===== src/hdl/csm_pkg.sv =====
// Package for the CSS byte stream minifier: mode and held-byte codes,
// character constants and the output queue entry type. No dependencies.
package csm_pkg;

	typedef enum logic [1:0] {
		MODE_TEXT    = 2'd0,
		MODE_BRACE   = 2'd1,
		MODE_COMMENT = 2'd2,
		MODE_QUOTE   = 2'd3
	} mode_t;

	typedef enum logic [1:0] {
		HOLD_NONE  = 2'd0,
		HOLD_SLASH = 2'd1,
		HOLD_STAR  = 2'd2,
		HOLD_BSL   = 2'd3
	} hold_t;

	localparam logic [7:0] CH_TAB    = 8'h09;
	localparam logic [7:0] CH_LF     = 8'h0A;
	localparam logic [7:0] CH_CR     = 8'h0D;
	localparam logic [7:0] CH_SPACE  = 8'h20;
	localparam logic [7:0] CH_DQUOTE = 8'h22;
	localparam logic [7:0] CH_SQUOTE = 8'h27;
	localparam logic [7:0] CH_STAR   = 8'h2A;
	localparam logic [7:0] CH_SLASH  = 8'h2F;
	localparam logic [7:0] CH_BSL    = 8'h5C;
	localparam logic [7:0] CH_LBRACE = 8'h7B;
	localparam logic [7:0] CH_RBRACE = 8'h7D;

	// one queued output byte and its end-of-item mark
	typedef struct packed {
		logic [7:0] data;
		logic       last;
	} outq_t;

endpackage


===== src/hdl/css_byte_stream_minifier_core.sv =====
// CSS byte stream minifier, top level: input register, per-byte scanner
// and a two-entry output queue. Depends on csm_pkg.
//
// Each byte's output passes the input register, then the output queue registers.
// Throughput: one input byte per cycle while each yields at most one output
// and m_tready is high; an item yielding two bytes fills both queue entries.
// Reset (arst_n low, asynchronous): text mode, nothing held, queue empty.
module css_byte_stream_minifier_core
	import csm_pkg::*;
(
	input  logic       clk,
	input  logic       arst_n,
	input  logic       s_tvalid,
	output logic       s_tready,
	input  logic [7:0] s_tdata,   // [7:0] in_byte
	output logic       m_tvalid,
	input  logic       m_tready,
	output logic [7:0] m_tdata,   // [7:0] out_byte
	output logic       m_tlast    // last
);

	logic       valid_s1;
	logic [7:0] byte_s1;

	mode_t      mode_q, mode_n;
	hold_t      hold_q, hold_n;
	logic       rtb_q, rtb_n;
	logic [7:0] quote_q, quote_n;
	logic [7:0] last_out_q, last_out_n;

	outq_t      ob_q [2];
	outq_t      ob_n [2];
	logic [1:0] cnt_q, cnt_p, cnt_n;

	logic [1:0] n_out;
	logic [7:0] r0, r1;
	logic       pop, adv;
	logic [2:0] fill;
	mode_t      resume;

	assign resume = rtb_q ? MODE_BRACE : MODE_TEXT;

	// scanner: results and next state for the byte in the input register
	always_comb begin
		mode_n     = mode_q;
		hold_n     = HOLD_NONE;
		rtb_n      = rtb_q;
		quote_n    = quote_q;
		n_out      = 2'd0;
		r0         = byte_s1;
		r1         = byte_s1;
		if (hold_q == HOLD_SLASH) begin
			if (byte_s1 == CH_STAR) begin
				rtb_n  = (mode_q == MODE_BRACE);
				mode_n = MODE_COMMENT;
			end else begin
				r0    = CH_SLASH;
				n_out = 2'd2;
			end
		end else if (hold_q == HOLD_BSL) begin
			r0    = CH_BSL;
			n_out = 2'd2;
		end else if (hold_q == HOLD_STAR && byte_s1 == CH_SLASH) begin
			mode_n = resume;
		end else begin
			case (mode_q)
				MODE_COMMENT: begin
					if (byte_s1 == CH_STAR)
						hold_n = HOLD_STAR;
				end
				MODE_QUOTE: begin
					if (byte_s1 == CH_BSL) begin
						hold_n = HOLD_BSL;
					end else begin
						n_out = 2'd1;
						if (byte_s1 == quote_q)
							mode_n = resume;
					end
				end
				MODE_TEXT: begin
					if (byte_s1 == CH_SPACE || byte_s1 == CH_TAB) begin
						if (last_out_q != CH_SPACE && last_out_q != CH_TAB)
							n_out = 2'd1;
					end else if (byte_s1 == CH_SLASH) begin
						hold_n = HOLD_SLASH;
					end else if (byte_s1 == CH_DQUOTE || byte_s1 == CH_SQUOTE) begin
						quote_n = byte_s1;
						n_out   = 2'd1;
						rtb_n   = 1'b0;
						mode_n  = MODE_QUOTE;
					end else if (byte_s1 == CH_LBRACE) begin
						n_out  = 2'd1;
						mode_n = MODE_BRACE;
					end else if (byte_s1 != CH_LF && byte_s1 != CH_CR) begin
						n_out = 2'd1;
					end
				end
				default: begin // brace block
					if (byte_s1 == CH_RBRACE) begin
						n_out  = 2'd1;
						mode_n = MODE_TEXT;
					end else if ((byte_s1 == CH_SPACE && last_out_q == CH_SPACE) ||
						byte_s1 == CH_LF || byte_s1 == CH_CR || byte_s1 == CH_TAB) begin
						n_out = 2'd0;
					end else if (byte_s1 == CH_SLASH) begin
						hold_n = HOLD_SLASH;
					end else if (byte_s1 == CH_DQUOTE || byte_s1 == CH_SQUOTE) begin
						quote_n = byte_s1;
						n_out   = 2'd1;
						rtb_n   = 1'b1;
						mode_n  = MODE_QUOTE;
					end else begin
						n_out = 2'd1;
					end
				end
			endcase
		end
		last_out_n = (n_out != 2'd0) ? byte_s1 : last_out_q;
	end

	// output queue: pop the head, then append this item's bytes if they fit
	assign pop  = (cnt_q != 2'd0) && m_tready;
	assign fill = {1'b0, cnt_p} + {1'b0, n_out};
	assign adv  = valid_s1 && (fill <= 3'd2);

	always_comb begin
		ob_n[0] = ob_q[0];
		ob_n[1] = ob_q[1];
		cnt_p   = cnt_q;
		if (pop) begin
			ob_n[0] = ob_q[1];
			cnt_p   = cnt_q - 2'd1;
		end
		cnt_n = cnt_p;
		if (adv) begin
			cnt_n = fill[1:0];
			if (n_out != 2'd0)
				ob_n[cnt_p[0]] = '{data: r0, last: (n_out == 2'd1)};
			if (n_out == 2'd2)
				ob_n[1] = '{data: r1, last: 1'b1};
		end
	end

	assign s_tready = !valid_s1 || adv;
	assign m_tvalid = (cnt_q != 2'd0);
	assign m_tdata  = ob_q[0].data;
	assign m_tlast  = ob_q[0].last;

	always_ff @(posedge clk or negedge arst_n) begin
		if (!arst_n) begin
			valid_s1   <= 1'b0;
			cnt_q      <= 2'd0;
			mode_q     <= MODE_TEXT;
			hold_q     <= HOLD_NONE;
			rtb_q      <= 1'b0;
			quote_q    <= 8'h00;
			last_out_q <= 8'h00;
		end else begin
			if (s_tready)
				valid_s1 <= s_tvalid;
			cnt_q <= cnt_n;
			if (adv) begin
				mode_q     <= mode_n;
				hold_q     <= hold_n;
				rtb_q      <= rtb_n;
				quote_q    <= quote_n;
				last_out_q <= last_out_n;
			end
		end
	end

	always_ff @(posedge clk) begin
		if (s_tready && s_tvalid)
			byte_s1 <= s_tdata;
		ob_q[0] <= ob_n[0];
		ob_q[1] <= ob_n[1];
	end

`ifndef SYNTHESIS
	a_cnt_range: assert property (@(posedge clk) disable iff (!arst_n)
		cnt_q != 2'd3)
		else $error("output queue count out of range");

	a_bsl_in_quote: assert property (@(posedge clk) disable iff (!arst_n)
		hold_q == HOLD_BSL |-> mode_q == MODE_QUOTE)
		else $error("held backslash outside a string");

	a_star_in_comment: assert property (@(posedge clk) disable iff (!arst_n)
		hold_q == HOLD_STAR |-> mode_q == MODE_COMMENT)
		else $error("held star outside a comment");

	a_slash_mode: assert property (@(posedge clk) disable iff (!arst_n)
		hold_q == HOLD_SLASH |-> (mode_q == MODE_TEXT || mode_q == MODE_BRACE))
		else $error("held slash in comment or string");

	a_stall_holds: assert property (@(posedge clk) disable iff (!arst_n)
		valid_s1 && !adv |=> valid_s1 && $stable(byte_s1))
		else $error("stalled input byte lost");
`endif

endmodule

===== config.mk =====
export PLATFORM = sky130hd
export DESIGN_NAME = css_byte_stream_minifier_core
export DESIGN_NICKNAME = d
export VERILOG_FILES = /design/src/hdl/csm_pkg.sv /design/src/hdl/css_byte_stream_minifier_core.sv
export SDC_FILE = /design/constraint.sdc
export NUM_CORES = 1
export LEC_CHECK = 0
export BUFFER_PORTS_ARGS = -buffer_cell sky130_fd_sc_hd__buf_4
export CAP_MARGIN = 30
export CORE_MARGIN = 2
export CORE_UTILIZATION = 64
export DETAILED_ROUTE_END_ITERATION = 6
export PLACE_DENSITY_LB_ADDON = 0.05
export SKIP_LAST_GASP = 1
export SLEW_MARGIN = 10
export SYNTH_ARGS = -nofsm -noshare
export SYNTH_HDL_FRONTEND = slang
export SYNTH_SLANG_ARGS = --single-unit
export TNS_END_PERCENT = 10

===== constraint.sdc =====
create_clock -name clk -period 11.9 [get_ports clk]
set_input_delay 0.595 -clock clk [delete_from_list [all_inputs] [get_ports clk]]
set_output_delay 0.595 -clock clk [all_outputs]
set_load 0.01 [all_outputs]

---- Word-level counts from Yosys, hierarchy flattened ----
Memories as Yosys holds them, arrays and structs flattened.
Index checks and enable logic that the tools add are counted.
storage, ports and cells
  memory bits (read-only) ................. 0
  flip-flop bits (word level) ............. 32
  memories kept ........................... 1
  output and inout bits ................... 11
  bits in latches ......................... 0
  RAM bits ................................ 18
  word-level logic and storage cells ...... 161
memories
  name  depth  width  read ports  clocked after Yosys merged registers in  write ports  RTL line                             text
  ob_q  2      9      2           0                                        2            css_byte_stream_minifier_core.sv:31  outq_t ob_q [2];
operators by class
  magnitude comparators ................... 3
  bitwise logic cells ..................... 5
  divide/modulo/power cells ............... 0
  reductions and logical operators ........ 25
  mux-type cells .......................... 71
  equality and inequality tests ........... 46
  multiply operators ...................... 0
  shift-type cells ........................ 0
  add/subtract/negate cells ............... 2
operators by type and width
  cell                                           number
  2-to-1 mux 8 bit                               8
  2-to-1 mux 2 bit                               26
  == test 8 x 6 -> 1 bit, second input constant  6
  2-to-1 mux 18 bit                              2
  2-to-1 mux 9 bit                               3
  2-to-1 mux 1 bit                               25
  == test 8 x 4 -> 1 bit, second input constant  3
  == test 8 x 7 -> 1 bit, second input constant  3
  != test 8 x 4 -> 1 bit, second input constant  3
  AND reduction 12 bit                           2
  bitwise mux 18 bit                             1
  one-hot mux 2 bit (3 select lines)             3
  != test 4 bit, second input constant           4
  one-hot mux 8 bit (2 select lines)             1
  != test 3 bit, second input constant           4
  == test 2 bit, second input constant           5
  demux 9 bit (select 1 bit)                     1
  != test 3 x 2 -> 1 bit, second input constant  3
  == test 8 bit                                  1
  logical AND 1 bit                              8
  != test 2 x 1 -> 1 bit, second input constant  4
  != test 8 x 6 -> 1 bit, second input constant  1
  AND reduction 8 bit                            1
  == test 2 x 1 -> 1 bit, second input constant  3
  other kinds (20)                               31

---- Logic depth before layout (Yosys ltp) ----
  depth after elaboration ................. 16
  gate-level depth with buffers ........... 15
  depth with buffers taken out ............ 14

---- Worst setup path before layout ----
OpenSTA, ideal clock, no wires.
  path type ............................... reg2reg
  from .................................... register byte_s1[4]
  to ...................................... register mode_q[0]
  required time ........................... 11772 ps
  library setup time ...................... 128 ps
  arrival time ............................ 3843 ps
  cell stages (with the launch flop) ...... 16
  buffers on the path ..................... 2
  setup slack ............................. 7929 ps
  cell sequence ........................... edfxtp_1 > buf_6 > or4b_4 > or4_4 > o21ai_2 > a21oi_4 > nand2_1 > inv_1 > ha_1 > inv_1 > fa_1 > o211ai_1 > clkbuf_1 > a211oi_1 > nand3_1 > mux2_1
on the way
  word-level cells in the longest chain between the ends .. 15
  elaborated cells between the ends (all ways) .. 58
ends and longest elaborated chain
  element                                                           RTL line                                                                                                        text
  from (decl)                                                       css_byte_stream_minifier_core.sv:23                                                                             logic [7:0] byte_s1;
  from (signal assigned)                                            css_byte_stream_minifier_core.sv:174                                                                            byte_s1 <= s_tdata;
  != test 8 x 4 -> 1 bit or == test 8 x 6 -> 1 bit (tied branches)  css_byte_stream_minifier_core.sv:94, css_byte_stream_minifier_core.sv:81, css_byte_stream_minifier_core.sv:102
  logical AND 1 bit, on equally long branches                       css_byte_stream_minifier_core.sv:94, css_byte_stream_minifier_core.sv:102
  2-to-1 mux 1 bit or logical OR 1 bit (tied branches)              css_byte_stream_minifier_core.sv:94, css_byte_stream_minifier_core.sv:102
  2-to-1 mux 1 bit or logical OR 1 bit (tied branches)              css_byte_stream_minifier_core.sv:91, css_byte_stream_minifier_core.sv:103
  2-to-1 mux 1 bit or logical OR 1 bit (tied branches)              css_byte_stream_minifier_core.sv:86, css_byte_stream_minifier_core.sv:103
  2-to-1 mux 1 bit, on equally long branches                        css_byte_stream_minifier_core.sv:84, css_byte_stream_minifier_core.sv:102
  2-to-1 mux 2 bit or 2-to-1 mux 1 bit (tied branches)              css_byte_stream_minifier_core.sv:81, css_byte_stream_minifier_core.sv:99
  one-hot mux 2 bit (3 select lines)                                css_byte_stream_minifier_core.sv:66                                                                             case (mode_q)
  2-to-1 mux 2 bit                                                  css_byte_stream_minifier_core.sv:63                                                                             end else if (hold_q == HOLD_STAR && byte_s1 == CH_SLASH) begin
  2-to-1 mux 2 bit                                                  css_byte_stream_minifier_core.sv:60                                                                             end else if (hold_q == HOLD_BSL) begin
  2-to-1 mux 2 bit                                                  css_byte_stream_minifier_core.sv:52                                                                             if (hold_q == HOLD_SLASH) begin
  adder 2 x 2 -> 3 bit                                              css_byte_stream_minifier_core.sv:123                                                                            assign fill = {1'b0, cnt_p} + {1'b0, n_out};
  less-or-equal comparator 3 x 2 -> 1 bit                           css_byte_stream_minifier_core.sv:124                                                                            assign adv = valid_s1 && (fill <= 3'd2);
  logical AND 1 bit                                                 css_byte_stream_minifier_core.sv:124
  AND reduction 12 bit (no line)                                    n/a
  to (signal assigned)                                              css_byte_stream_minifier_core.sv:163                                                                            mode_q <= mode_n;
  to (decl)                                                         css_byte_stream_minifier_core.sv:25                                                                             mode_t mode_q, mode_n;
Parallel ways exist; a longest one is shown, timed or not. The select of a mux whose other input is x is not followed.
A chain may end at the register's enable or synchronous reset.

==> results by group <==
Outcome
  • Outcome: completed

Clock tree
  • Hold-fix buffers, CTS: 0
  • Root buf cell: clkbuf_8
  • CTS buffer count: 5
  • H-tree Lvls: 2
  • Clk_lat worst skew: 310 ps
  • Max Buffers Root-to-Sink: 2
  • Reg clk slew, reported paths: 90 ps
  • CTS tree: done
  • Clock Sink Count: 50
  • Post_cts resized: 0
  • Setup repair bufs after CTS: 0

Layout
  • Synth-to-Final Area Change: 8.23%
  • Share of layout cells above drive strength 1: 19.1%
  • Diodes inserted: 0
  • Filler instances: 331
  • Fin nets: 311

Floorplanning
  • Starting Density: 66.9%
  • Die Wd: 71.7 µm
  • Area of the core: 0.00438 mm²
  • I/O Pins: 23
  • Die ar.: 0.00514 mm²
  • Cell Rows: 24
  • Die height: 71.7 µm

Drt
  • Routed Antenna Nets: 0
  • DR iter-0 viols: 207
  • DRC viols: 0
  • Routed WL: 5.83 mm
  • Vias: 2123
  • Avg WL per Cell: 16.9 µm
  • DR pass1 iterations: 4
  • Vias per inst: 6.15

Setup path
  • RR Startpoint: byte_s1[7]$_DFFE_PP_
  • Register-to-Register Path Depth: 13
  • Worst Path Arrival: 4860 ps
  • Critical-path maximum fanout: 12
  • Worst endpoint required time: 11910 ps
  • Reg2Reg Capture Point: ob_q[0][11]$_DFFE_PP_
  • CP Class: register to register
  • Startpoint Class: register
  • Crit. End Element: register
  • R2R Setup Slk: 7050 ps

STA
  • Period utilisation layout: 40.8%
  • Worst Tran Pin Value: 898 ps
  • Worst setup margin: 7050 ps
  • Tmin final: 4850 ps
  • Skew final: 7.43 ps
  • Fmax: 0.206 GHz
  • Setup-failing EPs final: 0
  • Slew Viols, Final: 0
  • RSZ-0062 raised after global routing: no
  • Setup TNS after final layout: 0 ps
  • Slew headroom: 39.9%
  • Final hold violations: 0

Placement
  • Port Buf Inserts: 22
  • Routability cong.: 0.882
  • DPL Wire Length: 4.26 mm
  • Post-Place Worst Slack: 7090 ps

Logic synthesis
  • Syn avg cell area: 10.4 µm²
  • Synth top area share: 20.5%
  • EDFF count, synth: 17
  • Register area share after synthesis: 44.0%
  • Yosys reg bits: 50
  • Synth warn: 0
  • Syn_nets: 302
  • Predominant post-synthesis flop cell: dfrtp_1
  • Top area cells in the synthesized netlist: dfrtp_1 20%, edfxtp_1 17%, mux2i_1 7.5%
  • Synth Instances: 283
  • Mapped Area: 0.00293 mm²
  • Unique masters post-synth: 60
  • Cell taking the most area after synthesis: dfrtp_1
  • Ys async rst share: 48.0%

Job
  • Max_cap viols: 0

Global route
  • Overflow after GRT: 0
  • Total Routing Usage GR: 24.2%
  • Antenna violations before repair: 0
  • Pin count of the biggest net entering global routing: 27
  • First-pass GRT wire length: 9.66 mm
  • Number of global-route vias before repair: 2026

Power
  • Sw Ratio: 33.4%
  • Pint: 0.346 mW
  • Power, Total: 0.519 mW
  • Pleak: 1.46 nW
  • Clock network fraction of total power: 24.4%
  • Flop pwr share: 43.6%
  • Comb pwr share: 32.0%
  • Net Switching: 0.173 mW
  • VDD IR max: 0.000104 V
  • Power Density: 164 mW/mm²

Worst hold path
  • Worst min path class: input pin to asynchronous set/reset pin
## layout make-up
type / count / area (µm²) / area share (%)
Multi-Input combinational cell: 194 / 1460 / 45.9
Sequential cell: 50 / 1290 / 40.7
Timing Repair Buffer: 23 / 173 / 5.44
Clock buffer: 6 / 82.6 / 2.60
Inverter: 18 / 67.6 / 2.13
Tap cell: 52 / 65.1 / 2.05
Clock inverter: 2 / 38.8 / 1.22
## worst max-delay path, cell delays in order (launching register included)
cell,delay (ps)
edfxtp_1,510
nand4b_1,310
or4b_2,660
a21oi_1,220
o21ai_0,250
nand2_1,320
inv_1,80
ha_1,200
inv_1,70
fa_1,450
o211ai_1,750
inv_1,190
o211ai_4,260
inv_1,290
## placed cells by master, fill, tap and decap left out, types with 4 or more instances in the layout
| cell type | count |
|---|---|
| nor2b_1 | 6 |
| clkbuf_8 | 6 |
| mux2i_1 | 22 |
| nor3b_1 | 4 |
| mux2_4 | 8 |
| dfrtp_1 | 24 |
| ha_1 | 6 |
| edfxtp_1 | 17 |
| a21oi_1 | 16 |
| xor2_1 | 9 |
| nor2_1 | 19 |
| or2_2 | 4 |
| nand2_1 | 18 |
| o21ai_0 | 18 |
| a211oi_1 | 4 |
| buf_4 | 23 |
| inv_1 | 18 |
| dfxtp_1 | 9 |
| nand2b_1 | 4 |
## kinds of logic after synthesis
| family | Yosys count | share of synthesized area, % |
|---|---|---|
| XOR/XNOR | 10 | 2.99 |
| adder cells (fa/ha/maj) | 7 | 3.24 |
| buffers and inverters | 39 | 6.31 |
| AND/OR/NAND/NOR | 79 | 15.1 |
| flip-flops | 50 | 44.0 |
| multiplexers | 33 | 12.8 |
| AO/OA/AOI/OAI | 65 | 15.6 |
## worst max path at each step
stage	start	endpoint	cells past startpoint
after floorplan	byte_s1[4]$_DFFE_PP_	mode_q[0]$_DFFE_PN0P_	15
after global placement	byte_s1[0]$_DFFE_PP_	ob_q[0][14]$_DFFE_PP_	13
after detailed placement	byte_s1[0]$_DFFE_PP_	ob_q[0][16]$_DFFE_PP_	13
after CTS	byte_s1[0]$_DFFE_PP_	ob_q[0][11]$_DFFE_PP_	13
after global routing	byte_s1[0]$_DFFE_PP_	ob_q[0][11]$_DFFE_PP_	13
final	byte_s1[7]$_DFFE_PP_	ob_q[0][11]$_DFFE_PP_	13
## metal layers
layer	up-vias	share of wire [%]	track usage [%]
met1	998	44	32.4
met4	0	2.1	9.43
met5	-	0	0
met2	87	48	39.0
li1	1026	-	-
met3	12	6.2	4.78
## flip-flops by register name, summed over array words and instances, names as in the netlist
signal      flops
valid_s1        1
mode_q          2
rtb_q           1
quote_q         8
last_out_q      8
byte_s1         8
cnt_q           2
ob_q           18
hold_q          2
## power groups by stage
stage / Clock, mW / Sequential (mW) / Combinational (mW)
after CTS: 0.129 / 0.226 / 0.168
after global routing: 0.134 / 0.230 / 0.186
after detailed placement: 0 / 0.230 / 0.167
after floorplan: 0 / 0.218 / 0.138
final: 0.127 / 0.226 / 0.166
after global placement: 0 / 0.229 / 0.163
## through the flow
step	hold slack [ps]	instance area, µm²	util, %	instances
finish	167	3170	72.4	345
global route	184	3170	72.4	345
CTS	172	3170	72.4	345
detailed placement	477	3050	69.6	337
global placement	476	3050	69.6	337
floorplan	299	2930	-	283
## cells in the mapped netlist, types with 2 or more instances
master / instances
dfrtp_1: 24
mux2i_1: 22
nor2_1: 19
inv_1: 18
nand2_1: 18
o21ai_0: 18
edfxtp_1: 17
a21oi_1: 16
clkbuf_1: 9
dfxtp_1: 9
xor2_1: 9
buf_4: 8
mux2_4: 8
ha_1: 6
nor2b_1: 6
a211oi_1: 4
nand2b_1: 4
nor3b_1: 4
or2_2: 4
nand3_1: 3
nor4_1: 3
o211ai_1: 3
o22ai_1: 3
a2bb2oi_1: 2
a31oi_1: 2
buf_1: 2
mux2_2: 2
nand4b_1: 2
nor3_1: 2
nor3_2: 2
o211ai_4: 2
o31ai_1: 2
o41ai_1: 2
or3_1: 2
Note: power is estimated with default switching activity, not from simulation.
